$ cat config.mk
export PLATFORM = sky130hd
export DESIGN_NAME = mesh_peering_frame_parser
export DESIGN_NICKNAME = d
export VERILOG_FILES = /design/src/rtl/mpfp_pkg.sv /design/src/rtl/mpfp_parse.sv /design/src/rtl/mesh_peering_frame_parser.sv
export SDC_FILE = /design/constraint.sdc
export NUM_CORES = 1
export LEC_CHECK = 0
export ABC_AREA = 1
export BUFFER_PORTS_ARGS = -buffer_cell sky130_fd_sc_hd__clkbuf_2
export CORE_MARGIN = 2
export CORE_UTILIZATION = 55
export DETAILED_ROUTE_END_ITERATION = 10
export PLACE_DENSITY = 0.77
export SETUP_SLACK_MARGIN = 0.4
export SLEW_MARGIN = 20
export SYNTH_ARGS = -nofsm -noshare
export SYNTH_HDL_FRONTEND = slang
export SYNTH_SLANG_ARGS = --single-unit
$ cat constraint.sdc
create_clock -name clk -period 6.24 [get_ports clk]
set_clock_uncertainty 0.2 [all_clocks]
set_input_delay 1.248 -clock clk [delete_from_list [all_inputs] [get_ports clk]]
set_output_delay 1.248 -clock clk [all_outputs]
set_load 0.01 [all_outputs]
$ cat src/rtl/mpfp_pkg.sv
// Types and constants shared by the mesh peering frame parser.
`timescale 1ns / 1ps
package mpfp_pkg;

	// Header layout
	localparam int HDR_LEN = 24;

	// Frame control: type/subtype check on the first byte
	localparam logic [7:0] FC_MASK   = 8'h0c | 8'hf0;
	localparam logic [7:0] FC_ACTION = 8'hd0;

	localparam logic [7:0] CAT_SELF_PROT = 8'd15;
	localparam logic [7:0] ACT_OPEN      = 8'd1;
	localparam logic [7:0] ACT_CONFIRM   = 8'd2;
	localparam logic [7:0] ACT_CLOSE     = 8'd3;
	localparam logic [7:0] EID_MESH_ID   = 8'd114;
	localparam logic [7:0] EID_PEER_MGMT = 8'd117;

	// Element walker phase
	localparam logic [1:0] PH_ID   = 2'd0;
	localparam logic [1:0] PH_LEN  = 2'd1;
	localparam logic [1:0] PH_BODY = 2'd2;

	// Element kind
	localparam logic [1:0] KIND_OTHER = 2'd0;
	localparam logic [1:0] KIND_MESH  = 2'd1;
	localparam logic [1:0] KIND_PEER  = 2'd2;

	// Result status codes
	localparam logic [3:0] ST_OK          = 4'd0;
	localparam logic [3:0] ST_SHORT       = 4'd1;
	localparam logic [3:0] ST_NOT_ACTION  = 4'd2;
	localparam logic [3:0] ST_CATEGORY    = 4'd3;
	localparam logic [3:0] ST_ACTION      = 4'd4;
	localparam logic [3:0] ST_FIXED_TRUNC = 4'd5;
	localparam logic [3:0] ST_ELEM_OVER   = 4'd6;
	localparam logic [3:0] ST_NO_PEER     = 4'd7;
	localparam logic [3:0] ST_PEER_LEN    = 4'd8;
	localparam logic [3:0] ST_TOO_LONG    = 4'd9;

	typedef struct packed {
		logic [7:0] data_byte;
		logic       last_byte;
	} item_t;

	typedef struct packed {
		logic [3:0]  status;
		logic [7:0]  peer_action;
		logic [47:0] dest_addr;
		logic [47:0] src_addr;
		logic [15:0] assoc_id;
		logic [10:0] mesh_id_offset;
		logic [7:0]  mesh_id_length;
		logic [3:0]  peer_elem_length;
		logic [15:0] local_link_id;
		logic [15:0] peer_link_id;
		logic [15:0] close_reason;
	} result_t;

endpackage

$ cat src/rtl/mpfp_parse.sv
// Per-byte frame state and end-of-frame result decode.
`timescale 1ns / 1ps
module mpfp_parse
	import mpfp_pkg::*;
#(
	parameter int MAX_FRAME_LEN = 2048
) (
	input  logic       clk,
	input  logic       arst_n,
	input  logic       en,
	input  logic [7:0] data_byte,
	input  logic       last_byte,
	output result_t    res
);

	localparam int IDXW = $clog2(MAX_FRAME_LEN + 2);
	localparam logic [IDXW-1:0] MAXC = IDXW'(MAX_FRAME_LEN);

	logic [IDXW-1:0] idx_q, idx_d;
	logic [7:0]      fc_q, fc_d;
	logic [7:0]      cat_q, cat_d;
	logic [7:0]      act_q, act_d;
	logic [47:0]     dest_q, dest_d;
	logic [47:0]     src_q, src_d;
	logic [15:0]     aid_q, aid_d;
	logic [1:0]      phase_q, phase_d;
	logic [7:0]      rem_q, rem_d;
	logic [1:0]      kind_q, kind_d;
	logic [10:0]     moff_q, moff_d;
	logic [7:0]      mlen_q, mlen_d;
	logic            pseen_q, pseen_d;
	logic [7:0]      plen_q, plen_d;
	logic [63:0]     pbody_q, pbody_d;

	logic            act_ok;
	logic [IDXW-1:0] fix_end;
	logic [IDXW:0]   idx_p1;
	logic [2:0]      dpos, spos;
	logic [7:0]      ppos;
	logic [3:0]      status;
	logic            act_ok_d;
	logic [IDXW-1:0] fix_end_d;
	logic [79:0]     pbody_ext;
	logic [2:0]      cr_pos;

	// Next state for one byte
	always_comb begin
		idx_d   = idx_q;
		fc_d    = fc_q;
		cat_d   = cat_q;
		act_d   = act_q;
		dest_d  = dest_q;
		src_d   = src_q;
		aid_d   = aid_q;
		phase_d = phase_q;
		rem_d   = rem_q;
		kind_d  = kind_q;
		moff_d  = moff_q;
		mlen_d  = mlen_q;
		pseen_d = pseen_q;
		plen_d  = plen_q;
		pbody_d = pbody_q;

		act_ok = (act_q == ACT_OPEN) || (act_q == ACT_CONFIRM) || (act_q == ACT_CLOSE);
		if (act_q == ACT_OPEN) begin
			fix_end = IDXW'(HDR_LEN + 4);
		end else if (act_q == ACT_CONFIRM) begin
			fix_end = IDXW'(HDR_LEN + 6);
		end else begin
			fix_end = IDXW'(HDR_LEN + 2);
		end
		idx_p1 = {1'b0, idx_q} + 1'b1;
		dpos   = 3'(idx_q - IDXW'(4));
		spos   = 3'(idx_q - IDXW'(10));
		ppos   = plen_q - rem_q;

		if (idx_q < MAXC) begin
			if (idx_q == '0) begin
				fc_d = data_byte;
			end else if (idx_q >= IDXW'(4) && idx_q < IDXW'(10)) begin
				dest_d[{dpos, 3'b000} +: 8] = data_byte;
			end else if (idx_q >= IDXW'(10) && idx_q < IDXW'(16)) begin
				src_d[{spos, 3'b000} +: 8] = data_byte;
			end else if (idx_q == IDXW'(HDR_LEN)) begin
				cat_d = data_byte;
			end else if (idx_q == IDXW'(HDR_LEN + 1)) begin
				act_d = data_byte;
			end else if (idx_q >= IDXW'(HDR_LEN + 2) && act_ok) begin
				if (idx_q < fix_end) begin
					if (act_q == ACT_CONFIRM && idx_q == IDXW'(HDR_LEN + 4)) begin
						aid_d[7:0] = data_byte;
					end else if (act_q == ACT_CONFIRM && idx_q == IDXW'(HDR_LEN + 5)) begin
						aid_d[15:8] = data_byte;
					end
				end else begin
					// element walker
					case (phase_q)
						PH_ID: begin
							if (data_byte == EID_MESH_ID) begin
								kind_d = KIND_MESH;
							end else if (data_byte == EID_PEER_MGMT) begin
								kind_d = KIND_PEER;
							end else begin
								kind_d = KIND_OTHER;
							end
							phase_d = PH_LEN;
						end
						PH_LEN: begin
							if (kind_q == KIND_MESH) begin
								moff_d = 11'(idx_p1);
								mlen_d = data_byte;
							end else if (kind_q == KIND_PEER) begin
								pseen_d = 1'b1;
								plen_d  = data_byte;
								pbody_d = '0;
							end
							rem_d   = data_byte;
							phase_d = (data_byte != 8'd0) ? PH_BODY : PH_ID;
						end
						default: begin
							if (kind_q == KIND_PEER && ppos < 8'd8) begin
								pbody_d[{ppos[2:0], 3'b000} +: 8] = data_byte;
							end
							rem_d = rem_q - 8'd1;
							if (rem_d == 8'd0) begin
								phase_d = PH_ID;
							end
						end
					endcase
				end
			end
		end
		if (idx_q <= MAXC) begin
			idx_d = IDXW'(idx_p1);
		end
	end

	// End-of-frame status, checked in priority order on the updated state
	always_comb begin
		act_ok_d = (act_d == ACT_OPEN) || (act_d == ACT_CONFIRM) || (act_d == ACT_CLOSE);
		if (act_d == ACT_OPEN) begin
			fix_end_d = IDXW'(HDR_LEN + 4);
		end else if (act_d == ACT_CONFIRM) begin
			fix_end_d = IDXW'(HDR_LEN + 6);
		end else begin
			fix_end_d = IDXW'(HDR_LEN + 2);
		end

		if (idx_d > MAXC) begin
			status = ST_TOO_LONG;
		end else if (idx_d < IDXW'(HDR_LEN + 2)) begin
			status = ST_SHORT;
		end else if ((fc_d & FC_MASK) != FC_ACTION) begin
			status = ST_NOT_ACTION;
		end else if (cat_d != CAT_SELF_PROT) begin
			status = ST_CATEGORY;
		end else if (!act_ok_d) begin
			status = ST_ACTION;
		end else if (idx_d < fix_end_d) begin
			status = ST_FIXED_TRUNC;
		end else if (phase_d == PH_BODY && rem_d != 8'd0) begin
			status = ST_ELEM_OVER;
		end else if (!pseen_d) begin
			status = ST_NO_PEER;
		end else if (act_d == ACT_OPEN && plen_d != 8'd4) begin
			status = ST_PEER_LEN;
		end else if (act_d == ACT_CONFIRM && plen_d != 8'd6) begin
			status = ST_PEER_LEN;
		end else if (act_d == ACT_CLOSE && plen_d != 8'd6 && plen_d != 8'd8) begin
			status = ST_PEER_LEN;
		end else begin
			status = ST_OK;
		end

		pbody_ext = {16'h0000, pbody_d};
		cr_pos    = 3'(plen_d - 8'd2);

		res        = '0;
		res.status = status;
		if (status == ST_OK) begin
			res.peer_action      = act_d;
			res.dest_addr        = dest_d;
			res.src_addr         = src_d;
			res.assoc_id         = (act_d == ACT_CONFIRM) ? aid_d : 16'h0000;
			res.mesh_id_offset   = moff_d;
			res.mesh_id_length   = mlen_d;
			res.peer_elem_length = plen_d[3:0];
			if (act_d == ACT_CONFIRM || (act_d == ACT_CLOSE && plen_d == 8'd8)) begin
				res.local_link_id = pbody_d[47:32];
			end
			res.peer_link_id = pbody_d[31:16];
			if (act_d == ACT_CLOSE) begin
				res.close_reason = pbody_ext[{cr_pos, 3'b000} +: 16];
			end
		end
	end

	always_ff @(posedge clk or negedge arst_n) begin
		if (!arst_n) begin
			idx_q   <= '0;
			fc_q    <= '0;
			cat_q   <= '0;
			act_q   <= '0;
			dest_q  <= '0;
			src_q   <= '0;
			aid_q   <= '0;
			phase_q <= PH_ID;
			rem_q   <= '0;
			kind_q  <= KIND_OTHER;
			moff_q  <= '0;
			mlen_q  <= '0;
			pseen_q <= 1'b0;
			plen_q  <= '0;
			pbody_q <= '0;
		end else if (en) begin
			if (last_byte) begin
				// frame done: back to the idle frame state
				idx_q   <= '0;
				fc_q    <= '0;
				cat_q   <= '0;
				act_q   <= '0;
				dest_q  <= '0;
				src_q   <= '0;
				aid_q   <= '0;
				phase_q <= PH_ID;
				rem_q   <= '0;
				kind_q  <= KIND_OTHER;
				moff_q  <= '0;
				mlen_q  <= '0;
				pseen_q <= 1'b0;
				plen_q  <= '0;
				pbody_q <= '0;
			end else begin
				idx_q   <= idx_d;
				fc_q    <= fc_d;
				cat_q   <= cat_d;
				act_q   <= act_d;
				dest_q  <= dest_d;
				src_q   <= src_d;
				aid_q   <= aid_d;
				phase_q <= phase_d;
				rem_q   <= rem_d;
				kind_q  <= kind_d;
				moff_q  <= moff_d;
				mlen_q  <= mlen_d;
				pseen_q <= pseen_d;
				plen_q  <= plen_d;
				pbody_q <= pbody_d;
			end
		end
	end

endmodule

$ cat src/rtl/mesh_peering_frame_parser.sv
// Top level of the 802.11s mesh peering frame parser.
`timescale 1ns / 1ps
// Throughput: one frame byte per cycle, no gaps between frames, but for the
// hold-off below. Result path: the last byte enters the input register, and
// its decode is then loaded into the result register.
// A pending result holds off new bytes only when the last byte of the next
// frame reaches the decode stage. Reset (arst_n low) empties both registers
// and returns the parser to the start-of-frame state.
module mesh_peering_frame_parser
	import mpfp_pkg::*;
#(
	parameter int MAX_FRAME_LEN = 2048
) (
	input  logic    clk,
	input  logic    arst_n,
	input  logic    item_valid,
	output logic    item_ready,
	input  item_t   item,
	output logic    result_valid,
	input  logic    result_ready,
	output result_t result
);

	// Input register stage
	logic    valid_s1;
	item_t   item_s1;

	// Result register
	logic    result_valid_q;
	result_t result_q;

	result_t res_s1;
	logic    advance;
	logic    take_byte;

	// Stage 1 may move on unless it holds a last byte while the result
	// register is full and not being drained.
	assign advance   = !valid_s1 || !item_s1.last_byte || !result_valid_q || result_ready;
	assign take_byte = valid_s1 && advance;
	assign item_ready = advance;

	always_ff @(posedge clk or negedge arst_n) begin
		if (!arst_n) begin
			valid_s1 <= 1'b0;
		end else if (advance) begin
			valid_s1 <= item_valid;
		end
	end

	always_ff @(posedge clk) begin
		if (advance && item_valid) begin
			item_s1 <= item;
		end
	end

	// Frame state and end-of-frame decode
	mpfp_parse #(
		.MAX_FRAME_LEN(MAX_FRAME_LEN)
	) u_parse (
		.clk       (clk),
		.arst_n    (arst_n),
		.en        (take_byte),
		.data_byte (item_s1.data_byte),
		.last_byte (item_s1.last_byte),
		.res       (res_s1)
	);

	// Result register: loaded on the last byte, cleared by a transfer
	always_ff @(posedge clk or negedge arst_n) begin
		if (!arst_n) begin
			result_valid_q <= 1'b0;
		end else if (take_byte && item_s1.last_byte) begin
			result_valid_q <= 1'b1;
		end else if (result_ready) begin
			result_valid_q <= 1'b0;
		end
	end

	always_ff @(posedge clk) begin
		if (take_byte && item_s1.last_byte) begin
			result_q <= res_s1;
		end
	end

	assign result_valid = result_valid_q;
	assign result       = result_q;

endmodule

==> impl_metrics.py, run 1 <==
metrics = {
    "routing": {
        "drtIter0Drc": 2668,
        "dr.pass1.iters": 8,
        "wirelength_mm": 75.0,
        "viasPerCell": 5.95,
        "drc_errors": 0,
        "detail_route.wl_per_cell_um": 20.4,
        "vias": 21900,
        "drt.antenna.violating_nets": 0,
    },
    "finish": {
        "fillers": 3556,
        "drive_above_1_share_pct": 13.1,
        "final_area_um2": 27000,
        "syn_to_final_growth_pct": 13.3,
        "nNetsFinal": 3089,
        "diodes": 0,
    },
    "sta": {
        "slew-limit-headroom_pct": 26.1,
        "max_clock_freq_ghz": 0.189,
        "worst_slack_ns": 0.952,
        "setup_viol": 0,
        "whs_ns": 0.309,
        "fin_setup_tns_ns": 0,
        "min_period_ns": 5.29,
        "slew_violations": 0,
        "finalCritPeriodShare_pct": 84.8,
        "tightest_slew_ns": 1.11,
        "hold_violations": 0,
        "rsz0062_at_grt": "no",
    },
    "power": {
        "clkPwrFrac_pct": 42.2,
        "combPwrFrac_pct": 10.0,
        "p_int_uw": 5040,
        "p_sw_share_pct": 26.3,
        "p_leak_uw": 0.0115,
        "ir_worst_vdd_mv": 0.199,
        "pwr_density_cell_nw_per_um2": 253,
        "power_frac_seq_pct": 47.8,
        "switchingPower_uw": 1800,
    },
    "cts": {
        "htree_levels": 2,
        "clockBufferDepth": 3,
        "cts-root-buf": "clkbuf_16",
        "numCtsBuffers": 47,
        "clkLatencyLatePin_ns": 0.60,
        "cts_sinks": 456,
        "cts_tree": "done",
        "clkSlewWorstSetupHoldPaths_ns": 0.06,
    },
    "setup_path": {
        "crit_fanout": 41,
        "cp_data_required_time_ns": 6.33,
        "arrival_ns": 5.38,
        "r2r_cells": 23,
        "endpoint_kind": "flip-flop",
        "crit_type": "flip-flop to flip-flop",
        "start_kind": "flip-flop",
    },
    "job": {
        "max-cap-violations": 0,
    },
    "floorplan": {
        "dieHeight_um": 212,
        "core_um2": 42900,
        "num_io_pins": 210,
        "start_util_pct": 55.6,
        "die_area_um2": 45000,
        "rows": 76,
        "dieWidth_um": 212,
    },
    "global_routing": {
        "first_global_vias": 20700,
        "grt_start_max_net_pins": 180,
        "grt_first_pass_wirelength_mm": 117,
        "track_usage_pct": 33.5,
        "grt-ovfl-total": 0,
        "grt_antenna_before_repair": 1,
    },
    "placement": {
        "dpl_cell_area_um2": 25400,
        "place.gp.congestion": 0.935,
        "placement.io_buffers": 209,
        "hpwl_mm": 49.2,
        "dp_slack_ns": 0.910,
    },
    "yosys": {
        "synth_cells": 2903,
        "syn-cell-area_um2": 23800,
        "synthFlopType": "dfrtp_1",
        "ys_ff_latch": 456,
        "synth_seq_area_share_pct": 52.2,
        "synth_edf_count": 204,
        "ys_warn_count": 0,
        "synth_area_per_cell_um2": 8.21,
        "ys_types": 51,
        "synthArstFlopShare_pct": 55.3,
    },
    "worst_hold_path": {
        "min_path_cells": 2,
        "hold_class": "flip-flop to flip-flop",
    },
    "run_status": {
        "status": "completed",
    },
}
==> cells in the final DEF, fill, tap and decap left out, drive strengths merged, types with 5 or more instances in the layout <==
cell type / synthesis / final
edfxtp: 204 / 204
nand2: 593 / 593
bufinv: 0 / 5
nor3: 30 / 30
o21ai: 357 / 357
a21oi: 91 / 91
mux2i: 6 / 6
buf: 33 / 55
o211ai: 53 / 53
clkinv: 7 / 29
xor2: 11 / 11
inv: 361 / 361
nand3: 172 / 172
ha: 25 / 25
clkbuf: 138 / 265
nand4: 35 / 35
o22ai: 154 / 154
o32ai: 11 / 11
nor2: 329 / 329
nor4: 5 / 5
dfrtp: 252 / 252
a22oi: 12 / 12
conb: 1 / 7
==> registers in the layout (all words and copies together) (netlist names) <==
name and cells:
u_parse.act_q 8, u_parse.moff_q 11, result_valid 1, u_parse.aid_q 16
u_parse.fc_q 6, u_parse.src_q 48, valid_s1 1, u_parse.mlen_q 8
u_parse.phase_q 2, u_parse.kind_q 2, u_parse.pseen_q 1, item_s1 9
u_parse.pbody_q 64, u_parse.plen_q 8, u_parse.cat_q 8, u_parse.rem_q 8
u_parse.dest_q 48, result 195, u_parse.idx_q 12
==> worst paths after layout <==
path / from / to / slack (ns)
hold reg to reg: u_parse.mlen_q[0]$_DFFE_PN0P_ / u_parse.mlen_q[0]$_DFFE_PN0P_ / 0.31
setup reg to reg: u_parse.idx_q[0]$_DFFE_PN0P_ / result[19]$_SDFFCE_PP0P_ / 0.95
max in group asynchronous: arst_n / u_parse.dest_q[19]$_DFFE_PN0P_ / 4.22
setup / recovery: u_parse.idx_q[0]$_DFFE_PN0P_ / result[19]$_SDFFCE_PP0P_ / 0.95
hold / removal: u_parse.mlen_q[0]$_DFFE_PN0P_ / u_parse.mlen_q[0]$_DFFE_PN0P_ / 0.31
min in group asynchronous: arst_n / u_parse.pbody_q[41]$_DFFE_PN0P_ / 0.39
==> cell families (layout without fill, tap and decap cells) <==
logic type | count (synthesis) | count (layout) | share of synthesized area, %
and+or+nand+nor | 1172 | 1172 | 20.6
AOI/OAI and AO/OA | 691 | 691 | 16.3
buffers and inverters | 539 | 719 | 8.77
DFF | 456 | 456 | 52.2
adders and majority gates | 26 | 26 | 1.40
xor gates and xnor gates | 12 | 12 | 0.441
muxes | 6 | 6 | 0.252
other | 1 | 7 | 0.0157
==> Yosys cell counts (all sizes together) (7+ instances only) <==
cell / count / share of area (%)
dfrtp: 252 / 26
a21oi: 91 / 1.9
clkbuf: 138 / 2.2
nand3: 172 / 3.8
o32ai: 11 / 0.40
o211ai: 53 / 1.7
xor2: 11 / 0.40
a22oi: 12 / 0.38
o21ai: 357 / 7.5
edfxtp: 204 / 26
ha: 25 / 1.3
nand4: 35 / 0.94
clkinv: 7 / 0.12
o22ai: 154 / 4.0
nand2: 593 / 9.4
nor3: 30 / 0.69
buf: 33 / 0.80
inv: 361 / 5.7
nor2: 329 / 5.5
==> metal layers <==
metal	wire length (µm)	share of wire [%]	vias to the layer above	track usage [%]
met1	30700	41	10400	47.2
met3	7320	9.8	213	6.43
met2	33700	45	1196	51.0
met5	0	0	-	0
li1	-	-	10000	-
met4	3280	4.4	0	14.1
==> power by group through the flow <==
stage                     registers, µW  clock network (µW)  logic (µW)
after floorplan                    3350                   0         368
after global placement             3320                   0         653
after detailed placement           3330                   0         664
after CTS                          3270                2910         668
after global routing               3270                3020         740
final                              3270                2890         686
==> cell type report <==
| type | instances | area (µm²) | share of cell area [%] |
|---|---|---|---|
| clock buffer | 57 | 1280 | 4.72 |
| clock inverter | 31 | 292 | 1.08 |
| inverter | 368 | 1390 | 5.16 |
| multi-input combinational | 1914 | 9390 | 34.8 |
| sequential | 456 | 12400 | 46.0 |
| tap | 585 | 732 | 2.71 |
| timing repair buffer | 263 | 1500 | 5.55 |
==> worst max-delay path: stages (launching register included) <==
cell	delay, ns
dfrtp_1	0.67
inv_1	0.25
ha_1	0.31
inv_1	0.11
nor3_1	0.08
nand3_1	0.15
inv_2	0.05
nor2_4	0.24
nand3_1	0.13
nor2_1	0.23
nand2_1	0.46
inv_2	0.37
nand3_1	0.10
nand2_1	0.10
nor2_1	0.06
nand2_1	0.10
nand2_1	0.10
nor3_1	0.19
nand2_1	0.10
nand2_2	0.09
nor2_4	0.07
inv_4	0.37
buf_4	0.34
nor2_1	0.09
==> what timing repair did <==
| item | 4_1_cts | 5_1_grt |
|---|---|---|
| endpoints found under the setup margin | 0 | 104 |
| hold buffers | 0 | 0 |
| setup buffers | 0 | 3 |
| resized for setup | 0 | 1 |
==> through the flow <==
stage	std cells	utilization, %	total power, µW
after floorplan	2909	-	3720
after global placement	3583	59.3	3980
after detailed placement	3583	59.3	3990
after CTS	3671	62.9	6840
after global routing	3674	63.0	7030
final	3674	63.0	6840
(Power assumes the default switching activity.)
==> inputs of run 2 (changes only) <==
Settings changed: CORE_UTILIZATION 55 to 60, PLACE_DENSITY 0.77 to 0.8.
Clock period 6.24 ns to 5 ns, I/O delays scaled along.
==> run 2 against run 1 <==
Compared with the run above:
- sequential share of layout area is 0.56 points lower
- flip-flop and latch count unchanged
- setup slack got worse by 0.30 ns
- clock-buffer cell count up 1
- global-route usage up 2.9 points
- clock power increased by 23%
- non-clock buffer count increased by 38
- via count increased by 1.4%
- die area fell by 8.2%
- core utilization rose by 6.3 points
- maximum frequency up 22%
- hold slack worse by 0.20 ns
- largest cell class unchanged
- largest power group unchanged
- highest routed layer is now met5
==> impl_metrics.py, run 2 (synthesis gave the netlist of run 1 again) <==
metrics = {
    "placement": {
        "place.gp.congestion": 0.999,
        "placement.io_buffers": 209,
        "hpwl_mm": 49.8,
    },
    "run_status": {
        "status": "completed",
    },
    "routing": {
        "drc_errors": 0,
        "drt.antenna.violating_nets": 0,
        "dr.pass1.iters": 6,
        "drtIter0Drc": 2984,
        "viasPerCell": 6.07,
        "vias": 22200,
        "wirelength_mm": 75.5,
        "detail_route.wl_per_cell_um": 20.7,
    },
    "power": {
        "switchingPower_uw": 2250,
        "power_frac_seq_pct": 47.9,
        "pwr_density_cell_nw_per_um2": 311,
        "combPwrFrac_pct": 10.4,
        "ir_worst_vdd_mv": 0.248,
        "clkPwrFrac_pct": 41.7,
        "p_leak_uw": 0.0117,
        "p_sw_share_pct": 26.4,
        "p_int_uw": 6260,
    },
    "cts": {
        "numCtsBuffers": 47,
        "cts-root-buf": "clkbuf_16",
        "cts_tree": "done",
        "clkSlewWorstSetupHoldPaths_ns": 0.06,
        "clkLatencyLatePin_ns": 0.60,
        "clockBufferDepth": 3,
        "htree_levels": 2,
        "cts_sinks": 456,
        "postCtsHoldBufs": 0,
    },
    "setup_path": {
        "endpoint_kind": "flip-flop",
        "arrival_ns": 4.48,
        "cpMaxStageDelayCell": "fa_1",
        "r2r_cells": 18,
        "worst-path-buf-inv": 2,
        "r2r_slack_ns": 0.65,
        "start_kind": "flip-flop",
        "cp_data_required_time_ns": 5.13,
        "cp_cell_sequence": "ha_1, fa_1, ha_1, ha_1, nor2_1, nand2_1, nor2_1, inv_1, nor3_1, buf_4, o21ai_0, and2_1, nor2_1, nand2_1, nand3_1, nand2_1, a21oi_1, nor2_1",
        "crit_type": "flip-flop to flip-flop",
        "crit_fanout": 6,
        "critical-path-max-stage-delay_ns": 0.51,
        "critical_path.top_delay_family": "simple AND/OR/NAND/NOR gates",
        "crit_path_frequent_cell": "nor2_1",
        "r2r-start": "u_parse.rem_q[0]$_DFFE_PN0P_",
        "rr_endpoint": "result[9]$_SDFFCE_PN0P_",
    },
    "finish": {
        "syn_to_final_growth_pct": 14.7,
        "layout_commonest_cell": "nand2_1",
        "fin_util_pct": 69.3,
        "largest_reg_flops": 195,
        "drive_above_1_share_pct": 14.4,
        "diodes": 0,
        "fillers": 3114,
        "final_cell_mix": "583 x nand2_1, 347 x o21ai_0, 337 x inv_1",
        "nNetsFinal": 3127,
    },
    "global_routing": {
        "grt_start_max_net_pins": 180,
        "grt_first_pass_wirelength_mm": 117,
        "track_usage_pct": 36.4,
        "grt_antenna_before_repair": 1,
        "first_global_vias": 20900,
        "grt-ovfl-total": 0,
    },
    "sta": {
        "tightest_slew_ns": 1.17,
        "rsz0062_at_grt": "yes",
        "slew_violations": 0,
        "hold_violations": 0,
        "slew-limit-headroom_pct": 21.1,
        "max_clock_freq_ghz": 0.230,
        "setup_viol": 0,
        "min_period_ns": 4.35,
        "whs_ns": 0.113,
        "finalCritPeriodShare_pct": 87.0,
    },
    "floorplan": {
        "num_io_pins": 210,
        "dieHeight_um": 203,
        "dieWidth_um": 203,
        "start_util_pct": 60.4,
        "core_um2": 39500,
        "rows": 73,
        "die_area_um2": 41300,
    },
    "job": {
        "max-cap-violations": 0,
    },
    "worst_hold_path": {
        "hold_class": "input port to asynchronous set/reset pin",
    },
}
run 2: repair_timing:
item,4_1_cts,5_1_grt
setup endpoints to repair,0,184
gates resized for setup,0,17
hold endpoints to repair,0,0
buffers inserted,0,2
run 2: metrics by stage:
stage | setup WS (ns) | area (µm²) | std cells | power (µW) | setup TNS [ns]
global route | 0.367 | 27300 | 3651 | 8760 | 0
detailed placement | 0.572 | 25700 | 3560 | 5000 | 0
global placement | 0.619 | 25700 | 3560 | 4980 | 0
floorplan | -0.451 | 23900 | 2909 | 4640 | -30.67
CTS | 0.556 | 27200 | 3647 | 8510 | 0
finish | 0.649 | 27300 | 3651 | 8510 | 0
run 2: per-layer routing:
| layer | vias to the layer above | share of wire [%] | track usage [%] |
|---|---|---|---|
| met5 | - | 0.013 | 0 |
| met4 | 2 | 4.1 | 14.7 |
| met3 | 202 | 11 | 7.49 |
| met2 | 1301 | 44 | 54.8 |
| met1 | 10500 | 41 | 52.1 |
| li1 | 10100 | - | - |
run 2: cell type report:
type	instances	area (µm²)	share of cell area [%]
sequential	456	12400	45.5
multi-input combinational	1914	9430	34.5
timing repair buffer	301	1890	6.92
inverter	368	1400	5.11
clock buffer	58	1250	4.56
tap	525	657	2.40
clock inverter	29	289	1.06
run 2: how the worst max path moves through the flow:
stage / start / to / cells after the start
floorplan: result_ready / u_parse.kind_q[0]$_DFFE_PN0P_ / 9
global placement: u_parse.act_q[5]$_DFFE_PN0P_ / result[139]$_SDFFCE_PP0P_ / 28
detailed placement: u_parse.idx_q[1]$_DFFE_PN0P_ / result[136]$_SDFFCE_PP0P_ / 26
CTS: u_parse.idx_q[1]$_DFFE_PN0P_ / result[138]$_SDFFCE_PP0P_ / 26
global route: u_parse.idx_q[0]$_DFFE_PN0P_ / result[180]$_SDFFCE_PP0P_ / 27
finish: u_parse.rem_q[0]$_DFFE_PN0P_ / result[9]$_SDFFCE_PN0P_ / 18
run 2: power by group through the flow:
stage	logic, µW	registers, µW	clock network, µW
2_1_floorplan	462	4180	0
3_3_place_gp	831	4140	0
3_5_place_dp	854	4150	0
4_1_cts	860	4080	3570
5_1_grt	960	4090	3710
6_report	886	4080	3550
